[src/bbh_pkg.sv]
`default_nettype none
package bbh_pkg;

  localparam int unsigned SYMBOLS     = 128;
  localparam int unsigned COUNT_WIDTH = 32;

  localparam int unsigned Cells      = SYMBOLS * SYMBOLS;
  localparam int unsigned IdxW       = $clog2(Cells);
  localparam int unsigned QueueDepth = 4;
  localparam int unsigned QPtrW      = $clog2(QueueDepth);
  localparam int unsigned QCntW      = $clog2(QueueDepth + 1);

  localparam logic [COUNT_WIDTH-1:0] CountMax = '1;

  typedef enum logic [1:0] {
    CmdStream = 2'd0,
    CmdEnd    = 2'd1,
    CmdRead   = 2'd2,
    CmdWrite  = 2'd3
  } cmd_e;

  typedef enum logic [1:0] {
    OpInc      = 2'd0,
    OpRead     = 2'd1,
    OpReadZero = 2'd2,
    OpWrite    = 2'd3
  } op_e;

  typedef struct packed {
    op_e                    kind;
    logic [IdxW-1:0]        idx;
    logic [COUNT_WIDTH-1:0] value;
  } op_t;

  function automatic logic sym_ok(logic [7:0] s);
    return {1'b0, s} < 9'(SYMBOLS);
  endfunction

  function automatic logic [IdxW-1:0] cell_index(logic [7:0] r, logic [7:0] c);
    logic [IdxW+8:0] full;
    full = (IdxW + 9)'(r) * (IdxW + 9)'(SYMBOLS) + (IdxW + 9)'(c);
    return full[IdxW-1:0];
  endfunction

endpackage
`default_nettype wire

[src/bbh_front.sv]
`default_nettype none
module bbh_front
  import bbh_pkg::*;
(
  input  wire logic       clk_i,
  input  wire logic       rst_ni,
  input  wire logic       in_valid_i,
  output logic            in_ready_o,
  input  wire cmd_e       cmd_i,
  input  wire logic [7:0] data_byte_i,
  input  wire logic [6:0] row_symbol_i,
  input  wire logic [6:0] column_symbol_i,
  input  wire logic [31:0] load_value_i,
  input  wire logic       q_full_i,
  input  wire logic       busy_i,
  output logic            push_o,
  output op_t             op_o
);

  logic [7:0] prev_byte_q, prev_byte_d;
  logic       prev_valid_q, prev_valid_d;
  logic       accept;
  logic       need_op;
  logic [7:0] row_ext, col_ext;
  logic       rc_ok;

  assign in_ready_o = !q_full_i && !busy_i;
  assign accept     = in_valid_i && in_ready_o;
  assign row_ext    = {1'b0, row_symbol_i};
  assign col_ext    = {1'b0, column_symbol_i};
  assign rc_ok      = sym_ok(row_ext) && sym_ok(col_ext);

  always_comb begin
    prev_byte_d  = prev_byte_q;
    prev_valid_d = prev_valid_q;
    need_op      = 1'b0;
    op_o.kind    = OpInc;
    op_o.idx     = cell_index(row_ext, col_ext);
    op_o.value   = COUNT_WIDTH'(load_value_i);
    unique case (cmd_i)
      CmdStream: begin
        need_op      = prev_valid_q && sym_ok(prev_byte_q) && sym_ok(data_byte_i);
        op_o.kind    = OpInc;
        op_o.idx     = cell_index(prev_byte_q, data_byte_i);
        prev_byte_d  = data_byte_i;
        prev_valid_d = 1'b1;
      end
      CmdEnd: begin
        prev_valid_d = 1'b0;
      end
      CmdRead: begin
        need_op   = 1'b1;
        op_o.kind = rc_ok ? OpRead : OpReadZero;
      end
      CmdWrite: begin
        need_op   = rc_ok;
        op_o.kind = OpWrite;
      end
      default: begin
        need_op = 1'b0;
      end
    endcase
  end

  assign push_o = accept && need_op;

  always_ff @(posedge clk_i or negedge rst_ni) begin
    if (!rst_ni) begin
      prev_byte_q  <= '0;
      prev_valid_q <= 1'b0;
    end else if (accept) begin
      prev_byte_q  <= prev_byte_d;
      prev_valid_q <= prev_valid_d;
    end
  end

endmodule
`default_nettype wire

[config.mk]
export PLATFORM = sky130hd
export DESIGN_NAME = bbh_front
export DESIGN_NICKNAME = d
export VERILOG_FILES = /design/src/bbh_pkg.sv /design/src/bbh_front.sv
export SDC_FILE = /design/constraint.sdc
export NUM_CORES = 1
export LEC_CHECK = 0
export CORE_AREA = 2 2 43 45
export DETAILED_ROUTE_END_ITERATION = 12
export DIE_AREA = 0 0 45 47
export DONT_BUFFER_PORTS = 1
export PLACE_DENSITY = 0.71
export SLEW_MARGIN = 25
export SYNTH_ARGS = -nofsm -noshare
export SYNTH_HDL_FRONTEND = slang
export SYNTH_SLANG_ARGS = --single-unit
export TNS_END_PERCENT = 5
[constraint.sdc]
create_clock -name clk_i -period 2.8 [get_ports clk_i]
set_input_delay 0.28 -clock clk_i [delete_from_list [all_inputs] [get_ports clk_i]]
set_output_delay 0.28 -clock clk_i [all_outputs]
set_load 0.02 [all_outputs]
[Yosys cells after proc, flatten, opt, wreduce, memory -nomap -nowiden]
Cells that the tools add are included.
Widths: inputs -> output; s select.
Storage, ports and cells
  bits in registers: 9
  input bits: 61
  output and inout bits: 50
  word-level logic and storage cells: 28
Cells by class
  add/subtract/negate cells: 2
  magnitude comparators: 4
  equality and inequality tests: 3
  multiplexer cells: 5
  reductions and logical operators: 12
Operator list (number)
  $lt 7x8->1 const B: 2
  $lt 8x8->1 const B: 2
  $add 14x7->14: 1
  $add 14x8->14: 1
  $mux 14: 1
  $logic_and 1x1->1: 6
  $eq 2x2->1 const B: 2
  $pmux 2 s2: 1
  $reduce_and 2->1: 2
  $pmux 1 s3: 1
  $eq 2x1->1 const B: 1
  $logic_not 1->1: 2
  $logic_not 2->1: 1
  $mux 2: 1
  $pmux 1 s2: 1
  $reduce_bool 2->1: 1

[Depth between registers and ports, before layout]
  depth after elaboration: 5
  depth in mapped cells: 5
  depth with buffers taken out: 5

[Least setup slack after synthesis]
OpenSTA, ideal clock, no wires.
  path kind: reg-to-output
  start: register prev_byte_q[0]
  end: output op_o[43] (netlist name)
  arrival: 1.308 ns
  slack: 1.212 ns
  stages on the path, launching flop included: 6
  path buffers: 0
  path through: dfrtp_1 > ha_1 > ha_1 > nand3_1 > xnor2_1 > a21oi_1
RTL lines
  start, declared: line bbh_front.sv:20  | logic [7:0] prev_byte_q, prev_byte_d;
  start signal, assigned: line bbh_front.sv:72  | prev_byte_q <= prev_byte_d;
  end, declared: line bbh_front.sv:17  | output op_t op_o

==> results by group <==
Run status
  • Status: finished, final reports clean

STA
  • Final worst slack: 0.829 ns
  • Fin crit share: 0.704
  • Minimum clock period: 1.97 ns
  • Fmax: 507 MHz
  • Final hold violations: 0
  • Worst Max-Slew Pin Slew: 0.527 ns
  • Worst clock skew: 0 ns
  • Unrepaired setup endpoints after global routing: false
  • Final Max Tran Viols: 0
  • Slew HR: 0.647
  • TNS Setup: 0 ns
  • Final Setup Violations: 0

Finish
  • Layout filler cell count: 170
  • P&R area growth vs syn: -21.0%
  • Nets: 133
  • Most common cell after layout, fill and taps aside: mux2_2
  • Final instance area: 719 sq um
  • Final core utilization: 0.436
  • Most frequent cells in the layout: mux2_2, dfrtp_1, nor2_1
  • N_diodes: 0
  • Layout cells sized above 1: 0.348

Global routing
  • Total GRT Usage: 0.160
  • First-pass GRT wire length: 2390 microns
  • Vias in the first global route: 560
  • Initial antenna violation count: 0
  • Pin count of the biggest net entering global routing: 18
  • Congestion Overflow GR: 0

Detailed routing
  • Initial DRC count: 5
  • Post-Route WL: 1670 microns
  • DRC violations left: 0
  • Post-DR vias/cell: 6.31
  • DR vias: 543
  • DR pass1 iterations: 4
  • Antenna viol nets, final: 0
  • Routed wire per std cell: 19.4 microns

Setup path
  • Reg2reg setup slack: 1.96 ns
  • Setup Crit Path Kind: flip-flop to primary output
  • Max incr delay on CP: 0.45 ns
  • CP Max Fanout: 3
  • Worst Path Required: 2.52 ns
  • WP buf/inv: 0
  • Worst reg-to-reg path cell count: 1
  • CP Data Arrival Time: 1.69 ns
  • Top Family by Delay on Critical Path: simple AND/OR/NAND/NOR gates
  • Crit path capture type: primary output
  • CP startpoint kind: flip-flop
  • Crit. path cell count: 4
  • Critical path, cell by cell: ha_1, nand4_1, or3_1, a31oi_1
  • Slowest cell on the critical path: a31oi_1

Clocking
  • Number of H-tree levels: 1
  • Post-CTS Setup Inserts: 0
  • TritonCTS clock tree: built
  • Root buffer cell: clkbuf_4
  • CTS sink cnt: 9
  • CTS buffer count: 3
  • Clock tree buffer depth: 2
  • Worst skew pair latency: 0.25 ns
  • Clock slew seen by the registers of the worst setup and hold paths: 0.06 ns

Floorplan
  • Top-level port count: 111
  • Die H: 47 microns
  • Initial Util: 0.552
  • Area of the die: 2120 sq um
  • Std-Cell Rows: 15
  • Die W: 45 microns
  • CORE AREA: 1650 sq um

Place
  • Dpl ws: 1.09 ns
  • Global placement routability congestion: 0.686
  • Buffers on Ports: 0
  • Area after DPL: 683 sq um

Logic synthesis
  • Avg Cell Area, Syn: 9.29 sq um
  • Post-synthesis sequential area ratio: 0.247
  • Yosys warns: 0
  • Synthesized instance count: 98
  • Async set-reset flop share out of synthesis: 1.00
  • Mapped Nets: 161
  • Distinct cells, synth: 27
  • Prevailing post-synth register cell: dfrtp_1
  • Mapped cell area: 911 sq um
  • Synthesized flop and latch total: 9
  • Post-synth EDFFs: 0

Pwr
  • Leakage: 0.295 nW
  • Pwr Total: 419 uW
  • Peak supply drop: 0.000298 V
  • Power per cell area: 583 nW/um^2

Run
  • Max-cap viol count: 0

Hold path
  • Min-Delay Path Class: primary input to flip-flop
  • Hold path cells: 1
-- synth_stat cells, types with 2 or more instances --
cell | number | area, sq um
ha_1 | 2 | 25.0
dfrtp_1 | 9 | 225
nand3_1 | 3 | 15.0
nand2_1 | 3 | 11.3
nand4_1 | 2 | 12.5
nor2_1 | 6 | 22.5
xnor2_1 | 2 | 17.5
mux2_2 | 17 | 191
inv_1 | 2 | 7.51
buf_4 | 33 | 248
a21oi_1 | 3 | 15.0
-- sequential cells by signal (all words and copies together), names as in the netlist --
name and flops:
prev_valid_q 1, prev_byte_q 8
-- final timing paths --
path,from,to
min,data_byte_i[2],prev_byte_q[2]$_DFFE_PN0P_
min reg2reg,prev_valid_q$_DFFE_PN0P_,prev_valid_q$_DFFE_PN0P_
max,prev_byte_q[0]$_DFFE_PN0P_,op_o[44]
max in group asynchronous,rst_ni,prev_byte_q[7]$_DFFE_PN0P_
max reg2reg,prev_byte_q[3]$_DFFE_PN0P_,prev_byte_q[3]$_DFFE_PN0P_
min in group asynchronous,rst_ni,prev_byte_q[6]$_DFFE_PN0P_
-- final cells by class --
type,count,area (sq um),area share
clock buffer,4,26.3,0.0365
inverter,2,7.51,0.0104
multi-input combinational,52,422,0.586
sequential,9,225,0.313
tap,17,21.3,0.0296
timing repair buffer,2,17.5,0.0243
-- cell families after synthesis --
group | synth area share
flops | 0.247
mux | 0.221
fa+ha+maj | 0.0275
simple gates | 0.131
compound gates | 0.0549
xor+xnor | 0.0289
buf+inv | 0.290
-- power breakdown --
part	internal [mW]	total [mW]	switching [mW]
Combinational	0.0590	0.131	0.0724
Clock	0.0547	0.0974	0.0426
Sequential	0.160	0.190	0.0306
Total	0.274	0.419	0.146
-- metal layers --
metal	track usage	part of all wire	wire length [microns]	vias up
met2	0.294	0.54	902	36
met4	0.100	0.016	27	0
met1	0.138	0.31	515	253
met3	0.0769	0.13	220	8
li1	-	-	-	246
met5	0	0	0	-
-- what timing repair did --
| action | in CTS | in global routing |
|---|---|---|
| endpoints found under the hold margin | 9 | 0 |
| hold buffers | 1 | 0 |
| resized for setup | 0 | 0 |
-- metrics by stage --
| stage | hold slack, ns | std cells |
|---|---|---|
| after detailed placement | -0.0153 | 81 |
| after CTS | 0.165 | 86 |
| after floorplan | -0.0156 | 98 |
| final | 0.174 | 86 |
| after global routing | 0.168 | 86 |
| after global placement | -0.0154 | 81 |
Note: power is estimated with default switching activity, not from simulation.
