## src/bbh_pkg.sv

```systemverilog
`default_nettype none
package bbh_pkg;

  localparam int unsigned SYMBOLS     = 128;
  localparam int unsigned COUNT_WIDTH = 32;

  localparam int unsigned Cells      = SYMBOLS * SYMBOLS;
  localparam int unsigned IdxW       = $clog2(Cells);
  localparam int unsigned QueueDepth = 4;
  localparam int unsigned QPtrW      = $clog2(QueueDepth);
  localparam int unsigned QCntW      = $clog2(QueueDepth + 1);

  localparam logic [COUNT_WIDTH-1:0] CountMax = '1;

  typedef enum logic [1:0] {
    CmdStream = 2'd0,
    CmdEnd    = 2'd1,
    CmdRead   = 2'd2,
    CmdWrite  = 2'd3
  } cmd_e;

  typedef enum logic [1:0] {
    OpInc      = 2'd0,
    OpRead     = 2'd1,
    OpReadZero = 2'd2,
    OpWrite    = 2'd3
  } op_e;

  typedef struct packed {
    op_e                    kind;
    logic [IdxW-1:0]        idx;
    logic [COUNT_WIDTH-1:0] value;
  } op_t;

  function automatic logic sym_ok(logic [7:0] s);
    return {1'b0, s} < 9'(SYMBOLS);
  endfunction

  function automatic logic [IdxW-1:0] cell_index(logic [7:0] r, logic [7:0] c);
    logic [IdxW+8:0] full;
    full = (IdxW + 9)'(r) * (IdxW + 9)'(SYMBOLS) + (IdxW + 9)'(c);
    return full[IdxW-1:0];
  endfunction

endpackage
`default_nettype wire

```

## src/bbh_queue.sv

```systemverilog
`default_nettype none
module bbh_queue
  import bbh_pkg::*;
(
  input  wire logic clk_i,
  input  wire logic rst_ni,
  input  wire logic push_i,
  input  wire op_t  op_i,
  output logic      full_o,
  output logic      valid_o,
  input  wire logic pop_i,
  output op_t       head_o
);

  op_t              slots_q [QueueDepth];
  logic [QPtrW-1:0] wr_ptr_q, rd_ptr_q;
  logic [QCntW-1:0] count_q;
  logic             do_pop;

  assign full_o  = count_q == QCntW'(QueueDepth);
  assign valid_o = count_q != '0;
  assign head_o  = slots_q[rd_ptr_q];
  assign do_pop  = pop_i && valid_o;

  always_ff @(posedge clk_i) begin
    if (push_i) begin
      slots_q[wr_ptr_q] <= op_i;
    end
  end

  always_ff @(posedge clk_i or negedge rst_ni) begin
    if (!rst_ni) begin
      wr_ptr_q <= '0;
      rd_ptr_q <= '0;
      count_q  <= '0;
    end else begin
      if (push_i) begin
        wr_ptr_q <= (wr_ptr_q == QPtrW'(QueueDepth - 1)) ? '0 : wr_ptr_q + 1'b1;
      end
      if (do_pop) begin
        rd_ptr_q <= (rd_ptr_q == QPtrW'(QueueDepth - 1)) ? '0 : rd_ptr_q + 1'b1;
      end
      if (push_i && !do_pop) begin
        count_q <= count_q + 1'b1;
      end else if (do_pop && !push_i) begin
        count_q <= count_q - 1'b1;
      end
    end
  end

endmodule
`default_nettype wire

```

## config.mk

```make
export PLATFORM = sky130hd
export DESIGN_NAME = bbh_queue
export DESIGN_NICKNAME = d
export VERILOG_FILES = /design/src/bbh_pkg.sv /design/src/bbh_queue.sv
export SDC_FILE = /design/constraint.sdc
export NUM_CORES = 1
export LEC_CHECK = 0
export BUFFER_PORTS_ARGS = -buffer_cell sky130_fd_sc_hd__buf_2
export CAP_MARGIN = 20
export CORE_ASPECT_RATIO = 0.5
export CORE_MARGIN = 5
export CORE_UTILIZATION = 60
export CTS_CLUSTER_SIZE = 40
export DETAILED_ROUTE_END_ITERATION = 8
export PLACE_DENSITY = 0.83
export SYNTH_ARGS = -nofsm -noshare
export SYNTH_HDL_FRONTEND = slang
export SYNTH_SLANG_ARGS = --single-unit
```

## constraint.sdc

```tcl
create_clock -name clk_i -period 5.4 [get_ports clk_i]
set_input_delay 1.35 -clock clk_i [delete_from_list [all_inputs] [get_ports clk_i]]
set_output_delay 1.35 -clock clk_i [all_outputs]
set_load 0.01 [all_outputs]
```

* Word level (Yosys, flattened, before mapping)
Memories as Yosys holds them, arrays and structs flattened. Index checks and enable logic that the tools add are counted.
Operators by class: add/sub/neg operators 4, eq/ne operators 3, mux-type cells 6, reductions and logical operators 7
Operators with widths (count):
- 3-bit 2-to-1 mux | 2
- 2-bit by 1-bit adder with 2-bit output (second input constant) | 2
- 2-bit == test (second input constant) | 2
- 2-bit 2-to-1 mux | 2
- 3-bit by 1-bit adder with 3-bit output (second input constant) | 1
- 3-bit == test (second input constant) | 1
- 1-bit logical AND | 3
- 3-bit nonzero test | 1
- 3-bit by 1-bit subtractor with 3-bit output (second input constant) | 1
- 1-bit zero test | 2
- 1-bit 2-to-1 mux | 2
- 2-bit nonzero test | 1
Word-level totals: register bits after elaboration 7, RAM bits 192, bits of input ports 52, output and inout port bits 50, word-level logic and storage cells 24, memories 1
Memory list:
- slots_q | words 4, bits a word 48, rd ports 1, clocked after Yosys merged registers in 0, wr ports 1, line bbh_queue.sv:15 | op_t slots_q [QueueDepth];

* Longest topological paths before layout
Gate-level depths: netlist of run 1.
word-level depth 5, depth in mapped cells 8, depth with buffers taken out 8

* Worst setup path after synthesis of run 1
Ideal clock, no wire load.
path kind input to register, from input port push_i, to memory slots_q[0][0] (netlist name), enable pin, library setup time 0.410 ns, data arrival time 2.500 ns, data required time 4.990 ns, path slack 2.490 ns, cell stages on the path 1, path buffers 0, cells stage by stage and2_1
Between the ends: word-level cells in the longest chain between the ends 2
RTL lines:
- start: declaration | line bbh_queue.sv:7 | input wire logic push_i,
- 1-bit 2-to-1 mux | line bbh_queue.sv:26 | if (push_i) begin
- 1-bit 2-to-1 mux (not written as such) | line bbh_queue.sv:27 | slots_q[wr_ptr_q] <= op_i;
- end: declaration | line bbh_queue.sv:15
Every way passes these cells.

==> results of run 1 <==
power groups by stage:
| stage | Combinational (W) | Clock [W] | Sequential (W) |
|---|---|---|---|
| CTS | 0.00117 | 0.00129 | 0.00223 |
| global placement | 0.00108 | 0 | 0.00226 |
| detailed placement | 0.00116 | 0 | 0.00226 |
| floorplan | 0.000956 | 0 | 0.00207 |
| global route | 0.00123 | 0.00137 | 0.00226 |
| finish | 0.00114 | 0.00127 | 0.00222 |
sequential cells by signal, indices dropped and copies added, names as in the netlist:
name      cells
slots_q     192
count_q       3
rd_ptr_q      2
wr_ptr_q      2
final timing paths:
kind	startpoint	endpoint	slack (ns)	cells past startpoint
worst max-delay path	rd_ptr_q[0]	head_o[7]	1.74	2
min in group asynchronous	rst_ni	wr_ptr_q[0]	0.76	1
worst min register to register	count_q[2]	count_q[2]	0.51	1
max in group asynchronous	rst_ni	rd_ptr_q[0]	4.47	1
worst min-delay path	count_q[2]	count_q[2]	0.51	1
worst max register to register	count_q[0]	count_q[2]	3.22	8
metal layers:
metal | vias up | share of wire (%) | GRT usage (%)
li1 | 1448 | - | -
met1 | 1742 | 41 | 24.1
met2 | 68 | 54 | 33.2
met3 | 9 | 4.0 | 4.64
met4 | 0 | 0.98 | 6.16
met5 | - | 0 | 0
worst reg2reg max path: cells and delay by family (launching register included):
kind / cells / cell delay (ns)
adder cells (fa/ha/maj): 2 / 0.61
AND/OR/NAND/NOR: 3 / 0.64
buffers and inverters: 1 / 0.07
XOR/XNOR: 2 / 0.33
flip-flops: 1 / 0.45
kinds of logic (layout without fill, tap and decap cells):
kind of cell               after synthesis  in the layout
DFF                                    199            199
muxes                                   51             51
buffers and inverters                   14            141
and+or+nand+nor                         12             12
AOI/OAI and AO/OA                        2              2
xor gates and xnor gates                 3              3
adders and majority gates                7              7
Yosys cell counts, drive strengths merged:
| library cell | number |
|---|---|
| nand2 | 3 |
| nor2 | 3 |
| xor2 | 2 |
| or3 | 1 |
| xnor2 | 1 |
| fa | 1 |
| edfxtp | 192 |
| and2 | 4 |
| dfrtp | 7 |
| mux2 | 3 |
| inv | 3 |
| mux4 | 48 |
| ha | 6 |
| buf | 11 |
| o21ai | 2 |
| nor3b | 1 |
final cells by class:
class / instances / area, sq um
Clock buffer: 18 / 429
Clock inverter: 14 / 173
Fill cell: 717 / 3300
Inverter: 3 / 11.3
Multi-Input combinational cell: 75 / 1320
Sequential cell: 199 / 5950
Tap cell: 165 / 206
Timing Repair Buffer: 106 / 563
metrics by stage:
stage               power, W  hold WS [ns]  std cells  worst slack [ns]  utilization, %
floorplan            0.00303         0.456        288              2.49               -
global placement     0.00334         0.469        547              2.12            67.1
detailed placement   0.00342         0.493        548              2.09            67.4
CTS                  0.00470         0.504        580              1.63            72.4
global route         0.00485         0.506        580              1.54            72.4
finish               0.00463         0.509        580              1.74            72.4
==> results_dict.tcl, run 1 <==
set metrics [dict create \
    power_leakage_nw 2.99 \
    required_ns 4.05 \
    drive_gt1_share_pct 47.0 \
    route.detailed.drc 0 \
    netlist_area_sq_um 7410 \
    die_w_um 167 \
    htreeDepth 4 \
    via_per_inst 5.63 \
    synth_top_family_by_area "multiplexers" \
    cp.arrival_ns 2.31 \
    final_cell_mix "192 x edfxtp_1, 101 x buf_2, 48 x mux4_2, 17 x clkbuf_16, 6 x ha_1" \
    gr-total-overflow 0 \
    period_needed_ns 3.66 \
    routedWlPerCell_um 22.5 \
    ys_seq_area_share_pct 80.2 \
    n_antenna_cell 0 \
    final_area_sq_um 8650 \
    slew-limit-headroom_pct 34.4 \
    p_sw_w 0.00130 \
    synth_area_leaders "edfxtp_1 78%, mux4_2 15%, dfrtp_1 2.4%" \
    setup_viol 0 \
    slew_violations 0 \
    yosys_warnings 0 \
    hp-class "reg2reg" \
    status "finished clean" \
    drt_iter0_drc 237 \
    period_share_pct 67.9 \
    cp.buffers_inverters 1 \
    rsz0062_at_grt "no" \
    p_per_area_nw_per_um2 535 \
    crit_path_end_kind "primary output" \
    power_frac_comb_pct 24.7 \
    numCtsBuffers 17 \
    timing.fmax_mhz 273 \
    cap_violations 0 \
    drtPass1Iterations 4 \
    num_rows 28 \
    syn_nets 347 \
    clk_latency_ns 0.41 \
    post_cts_buffers 0 \
    seq_power_share_pct 47.9 \
    drt-total-wl_um 13100 \
    core-area_sq_um 11900 \
    grt_pass1_wl_um 20400 \
    cts_tree "done" \
    synthAdderAreaFrac_pct 1.28 \
    clock-sinks 199 \
    initial_core_util_pct 62.0 \
    internal_power_w 0.00333 \
    io_buffers 101 \
    clockPowerShare_pct 27.4 \
    clockBufferDepth 2 \
    grtUsageTotal_pct 18.9 \
    fin_tns_setup_ns 0 \
    yosys.area.top_type "edfxtp_1" \
    area_growth_pct 16.8 \
    slowest_stage "dfrtp_4" \
    power_switching_share_pct 28.1 \
    yosysUniqueCellTypes 20 \
    synth_cells 288 \
    ctsHoldBuffers 0 \
    cp_cell_sequence "mux4_2, buf_2" \
    final_nets 461 \
    critical_path_class "reg2out" \
    cts.clk_slew.worst_paths_ns 0.07 \
    grt_pass1_vias 3574 \
    ir_drop_uv 359 \
    hold_viol_final 0 \
    cts.repair.resized 0 \
    place_hpwl_um 7850 \
    antenna_found_initial 0 \
    clock_skew_ns 0.00704 \
    io_pins 102 \
    die_y_um 88.6 \
    synth_xor_xnor_area_share_pct 0.355 \
    dieArea_sq_um 14800 \
    synth_compound_area_share_pct 0.135 \
    dpl_cell_area_sq_um 8050 \
    finalWeightedCongestion 0.671 \
    syn_avg_cell_area_sq_um 25.7 \
    drtAntennaViolNets 0 \
    clk_root_buffer_cell "clkbuf_16" \
    final_common_cell "edfxtp_1" \
    crit_path_max_fanout 51 \
    muxShareOfSynthArea_pct 15.1 \
    synth-simple-area-share_pct 0.929 \
    synth_top_area_share_pct 77.9 \
    vias 3267 \
    synth-seq-cells 199 \
    cp-start-kind "register" \
    max_stage_delay_ns 1.08 \
    crit_family "flip-flops" \
    grt_max_degree 52 \
    worstMarginPinSlew_ns 0.985 \
]
Note: power is estimated with default switching activity, not from simulation.
==> run 2, diff against run 1 <==
--- a/config.mk
+++ b/config.mk
@@ -9,10 +9,10 @@
 export CAP_MARGIN = 20
 export CORE_ASPECT_RATIO = 0.5
 export CORE_MARGIN = 5
-export CORE_UTILIZATION = 60
+export CORE_UTILIZATION = 57
 export CTS_CLUSTER_SIZE = 40
 export DETAILED_ROUTE_END_ITERATION = 8
-export PLACE_DENSITY = 0.83
+export PLACE_DENSITY = 0.79
 export SYNTH_ARGS = -nofsm -noshare
 export SYNTH_HDL_FRONTEND = slang
 export SYNTH_SLANG_ARGS = --single-unit
==> constraint.sdc (replaced) <==
create_clock -name clk_i -period 3.6 [get_ports clk_i]
set_input_delay 0.9 -clock clk_i [delete_from_list [all_inputs] [get_ports clk_i]]
set_output_delay 0.9 -clock clk_i [all_outputs]
set_load 0.01 [all_outputs]
==> run 2 against run 1 <==
Total power increased by 48%. Clock power increased by 42%. Sequential power increased by 43%. Worst hold slack got worse by 0.20 ns. Clock-buffer cell count unchanged.
==> results_dict.tcl, run 2 (synthesis gave the netlist of run 1 again) <==
set metrics [dict create \
    status "finished clean" \
    timing.rr.end "count_q[2]" \
    nFillCells 800 \
    ctsHoldBuffers 0 \
    n_antenna_cell 0 \
    largest_register_ff_count 192 \
    reg.largest.list "slots_q: 192 flops, count_q: 3 flops" \
    power_w 0.00685 \
    final_core_util_pct 68.3 \
    htreeDepth 4 \
    cp.arrival_ns 2.03 \
    power_leakage_nw 3.01 \
    clockBufferDepth 2 \
    hold_viol_final 0 \
    grt_pass1_wl_um 20300 \
    final_cell_mix "192 x edfxtp_1, 101 x buf_2, 48 x mux4_2, 17 x clkbuf_16, 9 x buf_4" \
    drtPass1Iterations 4 \
    cts.clk_slew.worst_paths_ns 0.07 \
    routedWlPerCell_um 21.8 \
    fin_tns_setup_ns 0 \
    cp-start-kind "register" \
    seq_area_sq_um 5950 \
    via_per_inst 5.53 \
    crit_path_max_fanout 27 \
    clk_latency_ns 0.42 \
    drtAntennaViolNets 0 \
    grt_pass1_vias 3641 \
    ir_drop_uv 423 \
    period_share_pct 81.4 \
    reg2reg_slack_ns 1.48 \
    clock_skew_ns 0.00875 \
    gr-total-overflow 0 \
    cts_tree "done" \
    p_per_area_nw_per_um2 791 \
    area_growth_pct 17.0 \
    drt-total-wl_um 12900 \
    placedCellCount 559 \
    finalWeightedCongestion 0.701 \
    io_buffers 101 \
    clock-sinks 199 \
    route.detailed.drc 0 \
    initial_core_util_pct 58.3 \
    grtUsageTotal_pct 17.6 \
    cts.repair.resized 0 \
    post_cts_buffers 0 \
    core-area_sq_um 12700 \
    critical_path_class "reg2out" \
    period_needed_ns 2.93 \
    r2r_start "count_q[0]" \
    slew_violations 0 \
    final_nets 467 \
    place_hpwl_um 8510 \
    io_pins 102 \
    crit_path_end_kind "primary output" \
    antenna_found_initial 0 \
    largest-register "slots_q" \
    final_common_cell "edfxtp_1" \
    reg2reg_depth 8 \
    vias 3269 \
    drt_iter0_drc 281 \
    drive_gt1_share_pct 48.0 \
    num_rows 29 \
    cap_violations 0 \
    numCtsBuffers 17 \
    worstMarginPinSlew_ns 0.849 \
    clk_root_buffer_cell "clkbuf_16" \
    timing.fmax_mhz 341 \
    hp-class "in2async" \
    required_ns 2.70 \
    die_w_um 171 \
    multi_input_area_sq_um 1320 \
    rsz0062_at_grt "no" \
    stdcell_count 591 \
    dieArea_sq_um 15500 \
    slew-limit-headroom_pct 43.4 \
    grt_max_degree 32 \
    die_y_um 90.6 \
    setup_viol 0 \
]
run 2: changes by cell type in the layout (fill, tap and decap cells not counted), sizes merged:
cell | before | now
buf | 106 | 112
inv | 6 | 11
clkinv | 7 | 6
clkinvlp | 1 | 0
bufinv | 3 | 0
run 2: metrics by stage:
| step | worst slack, ns | hold slack, ns | area (sq um) |
|---|---|---|---|
| final | 0.669 | 0.307 | 8670 |
| after global routing | 0.547 | 0.296 | 8670 |
| after CTS | 0.625 | 0.295 | 8670 |
| after detailed placement | 1.08 | 0.501 | 8100 |
| after global placement | 1.12 | 0.470 | 8100 |
| after floorplan | 1.14 | 0.456 | 7410 |
run 2: routing by layer:
| metal | global-route usage (%) | up-vias | wire length (um) |
|---|---|---|---|
| met5 | 0 | - | 0 |
| met4 | 5.08 | 0 | 164 |
| met3 | 3.80 | 17 | 624 |
| met2 | 30.1 | 94 | 6910 |
| met1 | 23.1 | 1691 | 5190 |
| li1 | - | 1467 | - |
run 2: cell type report:
class / count / share of cell area [%]
sequential: 199 / 68.6
multi-input combinational: 75 / 15.2
timing repair buffer: 112 / 7.07
clock buffer: 18 / 4.95
tap: 170 / 2.45
clock inverter: 14 / 1.57
inverter: 3 / 0.130
run 2: power by group:
group          leakage (nW)  total [W]  switching, W  internal [W]
clock                 0.280    0.00180      0.000875      0.000922
combinational         0.888    0.00187      0.000929      0.000945
sequential             1.84    0.00318      0.000205       0.00298
total                  3.01    0.00685       0.00201       0.00485
run 2: worst max path at each step:
stage,from,slack [ns],end,cells after the start
final,rd_ptr_q[1],0.67,head_o[28],3
after global routing,rd_ptr_q[0],0.55,head_o[17],3
after CTS,rd_ptr_q[0],0.63,head_o[14],3
after detailed placement,rd_ptr_q[0],1.08,head_o[14],3
after global placement,rd_ptr_q[0],1.12,head_o[13],3
after floorplan,push_i,1.14,slots_q[0][0],1
run 2: critical path, cell delays in order (launching register included):
cell     delay (ns)
dfrtp_2        0.79
buf_12         0.28
mux4_2         0.34
buf_2          0.16
